[config.mk]
export PLATFORM = sky130hd
export DESIGN_NAME = wait_for_graph_deadlock_detector
export DESIGN_NICKNAME = d
export VERILOG_FILES = /design/src/wfg_pkg.sv /design/src/wfg_ctrl.sv /design/src/wfg_datapath.sv /design/src/wait_for_graph_deadlock_detector.sv
export SDC_FILE = /design/constraint.sdc
export NUM_CORES = 2
export LEC_CHECK = 0
export BUFFER_PORTS_ARGS = -buffer_cell sky130_fd_sc_hd__buf_4
export CORE_ASPECT_RATIO = 1.4
export CORE_UTILIZATION = 58
export CTS_CLUSTER_SIZE = 8
export DETAILED_ROUTE_END_ITERATION = 10
export GPL_TIMING_DRIVEN = 1
export PLACE_DENSITY = 0.77
export SYNTH_ARGS = -nofsm -noshare
export SYNTH_HDL_FRONTEND = slang
export SYNTH_SLANG_ARGS = --single-unit
export TNS_END_PERCENT = 1
[constraint.sdc]
create_clock -name clk_i -period 3.28 [get_ports clk_i]
set_input_delay 0.82 -clock clk_i [delete_from_list [all_inputs] [get_ports clk_i]]
set_output_delay 0.82 -clock clk_i [all_outputs]
set_load 0.01 [all_outputs]
[src/wfg_pkg.sv]
package wfg_pkg;

  localparam int unsigned AGENT_COUNT_DEF = 16;

  typedef enum logic [2:0] {
    FUNC_ADD     = 3'd0,
    FUNC_REMOVE  = 3'd1,
    FUNC_CLEAR   = 3'd2,
    FUNC_DETECT  = 3'd3,
    FUNC_RECOVER = 3'd4
  } func_e;

  typedef struct packed {
    logic [2:0] func;
    logic [3:0] waiter;
    logic [3:0] holder;
  } wfg_in_t;

  typedef struct packed {
    logic       deadlock_found;
    logic       victim_valid;
    logic [3:0] victim_agent;
  } wfg_out_t;

  typedef enum logic [1:0] {
    ST_IDLE,
    ST_CLOSE,
    ST_CHECK,
    ST_SCAN
  } state_e;

  typedef enum logic [1:0] {
    RES_ZERO,
    RES_DETECT,
    RES_VICTIM
  } res_sel_e;

  typedef struct packed {
    logic     accept;
    logic     close_step;
    logic     scan_step;
    logic     emit;
    res_sel_e sel;
  } wfg_cmd_t;

  typedef struct packed {
    logic last;
    logic hit;
  } wfg_sts_t;

endpackage

[src/wfg_ctrl.sv]
module wfg_ctrl import wfg_pkg::*; (
  input  logic       clk_i,
  input  logic       rst_ni,
  input  logic       start_i,
  input  logic [2:0] func_i,
  input  wfg_sts_t   sts_i,
  output wfg_cmd_t   cmd_o,
  output logic       busy_o
);

  state_e state_q, state_d;

  always_ff @(posedge clk_i or negedge rst_ni) begin
    if (!rst_ni) begin
      state_q <= ST_IDLE;
    end else begin
      state_q <= state_d;
    end
  end

  always_comb begin
    state_d = state_q;
    case (state_q)
      ST_IDLE: begin
        if (start_i) begin
          if (func_i == FUNC_DETECT) begin
            state_d = ST_CLOSE;
          end else if (func_i == FUNC_RECOVER) begin
            state_d = ST_SCAN;
          end
        end
      end
      ST_CLOSE: begin
        if (sts_i.last) begin
          state_d = ST_CHECK;
        end
      end
      ST_CHECK: begin
        state_d = ST_IDLE;
      end
      ST_SCAN: begin
        if (sts_i.hit || sts_i.last) begin
          state_d = ST_IDLE;
        end
      end
      default: begin
        state_d = ST_IDLE;
      end
    endcase
  end

  always_comb begin
    cmd_o = '0;
    cmd_o.sel = RES_ZERO;
    case (state_q)
      ST_IDLE: begin
        if (start_i) begin
          cmd_o.accept = 1'b1;
          // Graph edits and unknown codes answer right away with a zero result.
          if (!(func_i inside {FUNC_DETECT, FUNC_RECOVER})) begin
            cmd_o.emit = 1'b1;
          end
        end
      end
      ST_CLOSE: begin
        cmd_o.close_step = 1'b1;
      end
      ST_CHECK: begin
        cmd_o.emit = 1'b1;
        cmd_o.sel  = RES_DETECT;
      end
      ST_SCAN: begin
        if (sts_i.hit) begin
          cmd_o.emit = 1'b1;
          cmd_o.sel  = RES_VICTIM;
        end else if (sts_i.last) begin
          cmd_o.emit = 1'b1;
        end else begin
          cmd_o.scan_step = 1'b1;
        end
      end
      default: begin
        cmd_o = '0;
      end
    endcase
  end

  assign busy_o = (state_q != ST_IDLE);

endmodule

[src/wfg_datapath.sv]
module wfg_datapath import wfg_pkg::*; #(
  parameter int unsigned AGENT_COUNT = AGENT_COUNT_DEF
) (
  input  logic     clk_i,
  input  logic     rst_ni,
  input  wfg_in_t  in_i,
  input  wfg_cmd_t cmd_i,
  output wfg_sts_t sts_o,
  output wfg_out_t res_o,
  output logic     strobe_o
);

  localparam int unsigned CW = $clog2(AGENT_COUNT);
  localparam int unsigned IW = (CW > 4) ? CW : 4;

  logic [AGENT_COUNT-1:0] mat_q   [AGENT_COUNT];
  logic [AGENT_COUNT-1:0] mat_d   [AGENT_COUNT];
  logic [AGENT_COUNT-1:0] reach_q [AGENT_COUNT];
  logic [AGENT_COUNT-1:0] reach_d [AGENT_COUNT];
  logic [AGENT_COUNT-1:0] pres_q, pres_d;
  logic [CW-1:0]          cnt_q, cnt_d;
  wfg_out_t               res_q, res_d;
  logic                   strobe_q, strobe_d;

  logic [AGENT_COUNT-1:0] w_hot, h_hot, v_hot, diag;
  logic [AGENT_COUNT-1:0] pivot_row;
  logic                   in_range;
  logic                   do_add, do_remove, do_clear, do_victim;

  always_comb begin
    for (int r = 0; r < AGENT_COUNT; r++) begin
      w_hot[r] = (IW'(r) == IW'(in_i.waiter));
      h_hot[r] = (IW'(r) == IW'(in_i.holder));
      v_hot[r] = (CW'(r) == cnt_q);
      diag[r]  = reach_q[r][r];
    end
  end

  assign in_range  = (|w_hot) && (|h_hot);
  assign pivot_row = reach_q[cnt_q];
  assign do_add    = cmd_i.accept && (in_i.func == FUNC_ADD) && in_range;
  assign do_remove = cmd_i.accept && (in_i.func == FUNC_REMOVE) && in_range;
  assign do_clear  = cmd_i.accept && (in_i.func == FUNC_CLEAR);
  assign do_victim = cmd_i.emit && (cmd_i.sel == RES_VICTIM);

  assign sts_o.last = (cnt_q == CW'(AGENT_COUNT - 1));
  assign sts_o.hit  = pres_q[cnt_q];

  always_comb begin
    pres_d = pres_q;
    for (int r = 0; r < AGENT_COUNT; r++) begin
      mat_d[r] = mat_q[r];
      if (do_add && w_hot[r]) begin
        mat_d[r] = mat_q[r] | h_hot;
      end
      if (do_remove && w_hot[r]) begin
        mat_d[r] = mat_q[r] & ~h_hot;
      end
      if (do_clear) begin
        mat_d[r] = '0;
      end
      // Recovery drops the victim's row and its column in every row.
      if (do_victim) begin
        mat_d[r] = v_hot[r] ? '0 : (mat_q[r] & ~v_hot);
      end
    end
    if (do_add) begin
      pres_d = pres_q | w_hot | h_hot;
    end
    if (do_clear) begin
      pres_d = '0;
    end
    if (do_victim) begin
      pres_d = pres_q & ~v_hot;
    end
  end

  // One closure pivot per cycle. Row k only ORs into itself, so all rows can
  // update in parallel from the same pivot row.
  always_comb begin
    for (int r = 0; r < AGENT_COUNT; r++) begin
      reach_d[r] = reach_q[r];
      if (cmd_i.accept) begin
        reach_d[r] = mat_q[r];
      end else if (cmd_i.close_step && reach_q[r][cnt_q]) begin
        reach_d[r] = reach_q[r] | pivot_row;
      end
    end
  end

  always_comb begin
    cnt_d = cnt_q;
    if (cmd_i.accept) begin
      cnt_d = '0;
    end else if ((cmd_i.close_step || cmd_i.scan_step) && !sts_o.last) begin
      cnt_d = cnt_q + CW'(1);
    end
  end

  always_comb begin
    res_d    = res_q;
    strobe_d = cmd_i.emit;
    if (cmd_i.emit) begin
      res_d = '0;
      case (cmd_i.sel)
        RES_DETECT: begin
          res_d.deadlock_found = |diag;
        end
        RES_VICTIM: begin
          res_d.victim_valid = 1'b1;
          res_d.victim_agent = 4'(cnt_q);
        end
        default: begin
          res_d = '0;
        end
      endcase
    end
  end

  always_ff @(posedge clk_i or negedge rst_ni) begin
    if (!rst_ni) begin
      for (int r = 0; r < AGENT_COUNT; r++) begin
        mat_q[r] <= '0;
      end
      pres_q   <= '0;
      cnt_q    <= '0;
      strobe_q <= 1'b0;
    end else begin
      mat_q    <= mat_d;
      pres_q   <= pres_d;
      cnt_q    <= cnt_d;
      strobe_q <= strobe_d;
    end
  end

  always_ff @(posedge clk_i) begin
    reach_q <= reach_d;
    res_q   <= res_d;
  end

  assign res_o    = res_q;
  assign strobe_o = strobe_q;

endmodule

[src/wait_for_graph_deadlock_detector.sv]
// Channel   Direction  Ports                    Transfer
// command   in         start, busy, cmd_i       start high and busy low at a clock edge
// result    out        strobe_o, res_o          strobe_o high for one cycle, always taken
//
// Add, remove, clear and unknown codes: result in the cycle after the transfer, busy stays low.
// Detect: busy while one transitive closure pivot per cycle runs over all rows of the matrix,
// then the diagonal is checked in the CHECK state.
// Recover: busy while present flags are scanned, one agent a cycle, to a hit or last agent.
// Reset clears the graph at once. The receiver cannot stall; a new command may be taken
// in the cycle that shows a result.
module wait_for_graph_deadlock_detector import wfg_pkg::*; #(
  parameter int unsigned AGENT_COUNT = AGENT_COUNT_DEF
) (
  input  logic     clk_i,
  input  logic     rst_ni,
  input  logic     start,
  output logic     busy,
  input  wfg_in_t  cmd_i,
  output logic     strobe_o,
  output wfg_out_t res_o
);

  wfg_cmd_t cmd;
  wfg_sts_t sts;

  wfg_ctrl u_ctrl (
    .clk_i  (clk_i),
    .rst_ni (rst_ni),
    .start_i(start),
    .func_i (cmd_i.func),
    .sts_i  (sts),
    .cmd_o  (cmd),
    .busy_o (busy)
  );

  wfg_datapath #(
    .AGENT_COUNT(AGENT_COUNT)
  ) u_datapath (
    .clk_i   (clk_i),
    .rst_ni  (rst_ni),
    .in_i    (cmd_i),
    .cmd_i   (cmd),
    .sts_o   (sts),
    .res_o   (res_o),
    .strobe_o(strobe_o)
  );

  // Graph edits are answered by the registered strobe after the transfer and leave the block idle.
  a_quick_ops: assert property (@(posedge clk_i) disable iff (!rst_ni)
    (start && !busy && cmd_i.func != FUNC_DETECT && cmd_i.func != FUNC_RECOVER)
    |=> (strobe_o && !busy))
    else $error("graph edit did not answer in one cycle");

  a_long_ops: assert property (@(posedge clk_i) disable iff (!rst_ni)
    (start && !busy && (cmd_i.func == FUNC_DETECT || cmd_i.func == FUNC_RECOVER))
    |=> (busy && !strobe_o))
    else $error("detect or recover did not occupy the block");

  a_one_kind: assert property (@(posedge clk_i) disable iff (!rst_ni)
    (strobe_o && res_o.victim_valid) |-> !res_o.deadlock_found)
    else $error("result reports both a cycle and a victim");

  a_no_victim: assert property (@(posedge clk_i) disable iff (!rst_ni)
    (strobe_o && !res_o.victim_valid) |-> (res_o.victim_agent == 4'd0))
    else $error("victim number without a victim");

endmodule
# Yosys cells after proc, flatten, opt, wreduce, memory -nomap -nowiden
# Index checks and enable logic that the tools add are counted.
classes:
  mux: 174
  add_sub_neg: 1
  n_bitwise: 70
  n_eq_ne: 59
  reduce_logical: 104
  n_lt_le_gt_ge: 2
op_table:
  columns: ["op", "n"]
  rows:
  - ["$mux 16", 117]
  - ["$or 16x16->16", 34]
  - ["$and 16x16->16", 33]
  - ["$eq 4x4->1 const A", 24]
  - ["$bmux 1 s4", 17]
  - ["$bmux 16 s4", 1]
  - ["$reduce_bool 4->1", 16]
  - ["$logic_and 1x1->1", 56]
  - ["$eq 3x4->1 const A", 12]
  - ["$reduce_or 16->1", 3]
  - ["$reduce_bool 2->1", 19]
  - ["$not 16->16", 2]
  - ["$mux 1", 27]
  - ["$eq 2x4->1 const A", 6]
  - ["$eq 1x4->1 const A", 3]
  - ["$logic_not 4->1", 3]
  - ["$mux 2", 6]
  - ["$mux 4", 2]
  - ["$pmux 2 s4", 1]
  - ["$eq 2x2->1 const B", 3]
  - ["$eq 3x2->1 const B", 2]
  - ["$ge 5x5->1 const B", 1]
  - ["$lt 4x5->1 const B", 1]
  - ["$mux 5", 1]
  - ["other kinds (17)", 20]
word_totals:
  out_inout_bits: 8
  regBits: 541

# Logic depth before layout (Yosys ltp)
logic_depth:
  word_depth: 9
  mapped_depth: 15

# By module
# From an unflattened synthesis, not the netlist that was laid out.
hier_totals:
  hier_cells: 3091
  area_unflattened_um2: 30530.5
modules_own_cells:
  columns: ["mod", "seq_area_each_um2", "n_inst", "area_each_um2", "cells_per_inst"]
  rows:
  - ["wfg_datapath", 14799.2, 1, 30350.4, 3069]
  - ["wfg_ctrl", 50.0, 1, 180.2, 22]

# Least setup slack after synthesis
# Ideal clock, no wire load.
synth_path:
  kind: "reg2reg"
  startpoint: "register u_datapath.cnt_q[0]"
  endpoint: "register u_datapath.reach_q, in the netlist u_datapath.diag[3] (enable)"
  period_less_slack_ns: 3.393
  arrival_ns: 2.982
  n_path_buf: 6
  path_stages_with_launch: 12
  path_slack_ns: -0.113
  cell_sequence: "dfrtp_1 buf_6 buf_8 buf_6 buf_6 buf_6 buf_4 mux4_2 nand2_1 o21ai_0 a21oi_1 o21ai_0"
synth_via:
  elab_chain_cells: 4
synth_rtl:
  columns: ["item", "line_no", "text"]
  rows:
  - ["start, declared", "wfg_datapath.sv:21", "logic [CW-1:0] cnt_q, cnt_d;"]
  - ["start signal, assigned", "wfg_datapath.sv:131", "cnt_q <= cnt_d;"]
  - ["$bmux 1 s4", "wfg_datapath.sv:85", "end else if (cmd_i.close_step && reach_q[r][cnt_q]) begin"]
  - ["$mux 1 (implied by the code)", "wfg_datapath.sv:85", null]
  - ["$logic_and 1x1->1", "wfg_datapath.sv:85", null]
  - ["$reduce_bool 2->1 (no source line)", null, null]
  - ["end signal, assigned", "wfg_datapath.sv:137", "reach_q <= reach_d;"]
  - ["end, declared", "wfg_datapath.sv:18", "logic [AGENT_COUNT-1:0] reach_q [AGENT_COUNT];"]
# No other way between the ends. The select of a mux whose other input is x is not followed.
# A chain may end at the register's enable or synchronous reset.

# Final worst setup path
layout_path:
  startpoint: "register u_datapath.cnt_q[0]"
  endpoint: "register u_datapath.mat_q[101] in the netlist's numbering"
layout_via:
  elab_chain_cells: 7
layout_rtl:
  columns: ["item", "line_no", "text"]
  rows:
  - ["$bmux 1 s4", "wfg_datapath.sv:47", "assign sts_o.hit = pres_q[cnt_q];"]
  - ["$mux 1 (implied by the code)", "wfg_datapath.sv:47", null]
  - ["$mux 2", "wfg_ctrl.sv:73", "if (sts_i.hit) begin"]
  - ["$pmux 2 s2", "wfg_ctrl.sv:55", "case (state_q)"]
  - ["$eq 2x2->1", "wfg_datapath.sv:44", "assign do_victim = cmd_i.emit && (cmd_i.sel == RES_VICTIM);"]
  - ["$logic_and 1x1->1", "wfg_datapath.sv:44", null]
  - ["$reduce_bool 4->1 (no source line) or $mux 16 (tied branches)", null, null]
  - ["end signal, assigned", "wfg_datapath.sv:129", "mat_q <= mat_d;"]
  - ["end, declared", "wfg_datapath.sv:16", "logic [AGENT_COUNT-1:0] mat_q [AGENT_COUNT];"]
# Several ways; a longest one is shown, not always the timed one. The select of a mux whose other input is x is not followed.

==> impl_metrics.ini <==
[critical_path]
worst_ep_required_time_ns = 3.80
cp-start-kind = flop
worstPathMaxFanout = 16
critPathCaptureType = flop
cp.arrival_ns = 3.62
worst-setup-path-type = flop to flop

[sta]
setup_violations = 0
timing.fmax_mhz = 322
tightest_slew_ns = 1.44
period_needed_ns = 3.10
timing.final.crit_share_pct = 94.6
slew_headroom_pct = 3.58
skew_ns = 0.0178
rsz0062_at_grt = no
hold_viol_final = 0
drv_slew = 0

[synth]
synthTopCellsByArea = edfxtp_1 26%, dfrtp_1 23%, mux4_2 10%
synth_compound_area_share_pct = 21.3
syn_area_sq_um = 29900
synthDistinctLibCells = 81
ys_warn_count = 0
synth_fp_nets = 2884
synth-main-ff-cell = dfrtp_1
synthAdderAreaFrac_pct = 0.167
post_synth_xor_area_fraction_pct = 0.0293
synth-simple-area-share_pct = 12.0
synth_top_area_cell = edfxtp_1
synth_top_area_share_pct = 26.3
synth-seq-cells = 541
synth.avg_cell_area_sq_um = 10.4
synth_top_family_by_area = compound AO/OA/AOI/OAI gates
synth_seq_area_share_pct = 49.6
synth_edf_count = 262
muxShareOfSynthArea_pct = 11.8
synthCells = 2866
async_reset_ff_share_pct = 51.6
ys_top_cells_by_count = 469 x nor2_1, 295 x o21ai_0, 279 x dfrtp_1
post-synth-top-count-cell = nor2_1

[power]
clockPowerShare_pct = 20.4
power_leakage_nw = 13.1
p_sw_w = 0.0156
powerDensity_nw_per_um2 = 1080
p_int_w = 0.0212
ir_worst_vdd_uv = 1030
combPwrFrac_pct = 45.1
p_sw_share_pct = 42.3
seq_power_share_pct = 34.5

[drt]
routed_wl_um = 139000
num_vias = 28369
avgViaCountPerCell = 7.79
drc = 0
met2_length_um = 57200
ant_nets = 0
routedWlPerCell_um = 38.0
drtIter0Drc = 5526
wl_met1_um = 44300
route.met3.wl_um = 23000
drt-pass1-iter-count = 8
topRoutingLayerUsed = met5

[finish]
final_area_sq_um = 34000
fillers = 3949
drive_gt1_share_pct = 19.1
nNetsFinal = 2955
syn2layout_area_growth_pct = 13.6
final_util_pct = 66.6

[floorplan]
die_area_sq_um = 52500
die_width_um = 194
io_pins = 22
std_cell_rows = 98
core_sq_um = 51000
fp.dieH_um = 271
start_util_pct = 58.6

[clocking]
clockRootBuffer = clkbuf_16
h-tree-depth = 3
cts_buffer_depth = 3
cts_made_buffers = 77
cts_tree = built
cts_resized = 0
clock_latency_ns = 0.63
clkTransAtPathRegs_ns = 0.05
clkSinkCount = 541
ctsHoldBuffers = 0
cts_setup_buffers = 0

[grt]
grt_overflow = 0
grt_pass1_vias = 26843
grt_pass1_wl_um = 195000
grt_max_degree = 120
antenna_found_initial = 7
grt_usage_pct = 53.2

[worst_hold_path]
min_path_type = primary input to async pin

[placement]
place_area_sq_um = 31800
dpl.hpwl_um = 95900
place_congestion = 1.06
numPortBuffers = 21

[status]
status = finished clean

[job]
drv_cap = 0
-- placed cells by master, fill, tap and decap left out, types with 50 or more instances in the layout --
master / count
o21ai_0: 291
o211ai_1: 81
o22ai_1: 89
inv_1: 52
mux4_2: 139
nand3_1: 50
a21oi_1: 258
edfxtp_1: 262
nor2_1: 468
o22a_1: 62
nand2_1: 152
clkbuf_16: 78
dfrtp_1: 275
buf_4: 226
-- state kept, by name (all words and copies together), names as in the netlist --
| name | flops |
|---|---|
| u_datapath.reach_q | 240 |
| u_datapath.cnt_q | 4 |
| u_datapath.pres_q | 16 |
| u_ctrl.state_q | 2 |
| u_datapath.strobe_o | 1 |
| u_datapath.diag | 16 |
| u_datapath.mat_q | 256 |
| u_datapath.res_o | 6 |
-- critical path, cell delays in order, from the launching register on --
cell and delay, ns:
dfrtp_4 0.58, mux2i_1 0.31, a22oi_2 0.20, nand3_4 0.25, clkinv_4 0.27, nor3_2 0.97
o21ai_0 0.26, o21ai_0 0.14
-- final cells by class --
type,instances,area [sq um],share of cell area [%]
clock inverters,4,53.8,0.158
well taps,650,813,2.39
inverters,54,208,0.611
repair buffers,255,2270,6.69
multi-input cells,2008,13600,40.1
clock buffers,123,2130,6.27
diodes,9,22.5,0.0663
flip-flops and latches,541,14900,43.7
-- routing by layer --
metal,up-vias,track usage (%)
met2,2954,74.8
met1,13603,64.8
met5,-,0
met4,4,41.7
li1,11016,-
met3,792,21.8
-- metrics by stage --
step                hold slack, ns  power [W]  instances  setup WS, ns  setup TNS, ns
floorplan                    0.459     0.0213       2866       -0.0136         -0.434
global placement             0.476     0.0278       3507         0.342              0
detailed placement           0.484     0.0283       3507         0.279              0
CTS                          0.183     0.0358       3634         0.287              0
global route                 0.208     0.0375       3635        0.0538              0
finish                       0.180     0.0368       3644         0.179              0
-- power by group through the flow --
| stage | clock [W] | combinational, W | sequential (W) |
|---|---|---|---|
| floorplan | 0 | 0.00966 | 0.0117 |
| global placement | 0 | 0.0154 | 0.0125 |
| detailed placement | 0 | 0.0157 | 0.0126 |
| CTS | 0.00746 | 0.0158 | 0.0125 |
| global route | 0.00773 | 0.0170 | 0.0128 |
| finish | 0.00751 | 0.0166 | 0.0127 |
-- kinds of logic after synthesis --
group / after synthesis
compound gates: 1022
simple gates: 803
flops: 541
buf+inv: 317
mux: 178
fa+ha+maj: 4
xor+xnor: 1
-- path summary, 6_finish.rpt --
path / startpoint / endpoint / slack, ns / depth (start not counted)
max: u_datapath.cnt_q[0] / u_datapath.mat_q[101] / 0.18 / 7
min: rst_ni / u_datapath.mat_q[128] / 0.18 / 1
max reg2reg: u_datapath.cnt_q[0] / u_datapath.mat_q[101] / 0.18 / 7
min reg2reg: u_datapath.pres_q[13] / u_datapath.pres_q[13] / 0.49 / 1
max in group asynchronous: rst_ni / u_datapath.mat_q[24] / 2.13 / 2
min in group clk_i: u_datapath.pres_q[13] / u_datapath.pres_q[13] / 0.49 / 1
No activity file was read; power rests on OpenSTA's default activity.
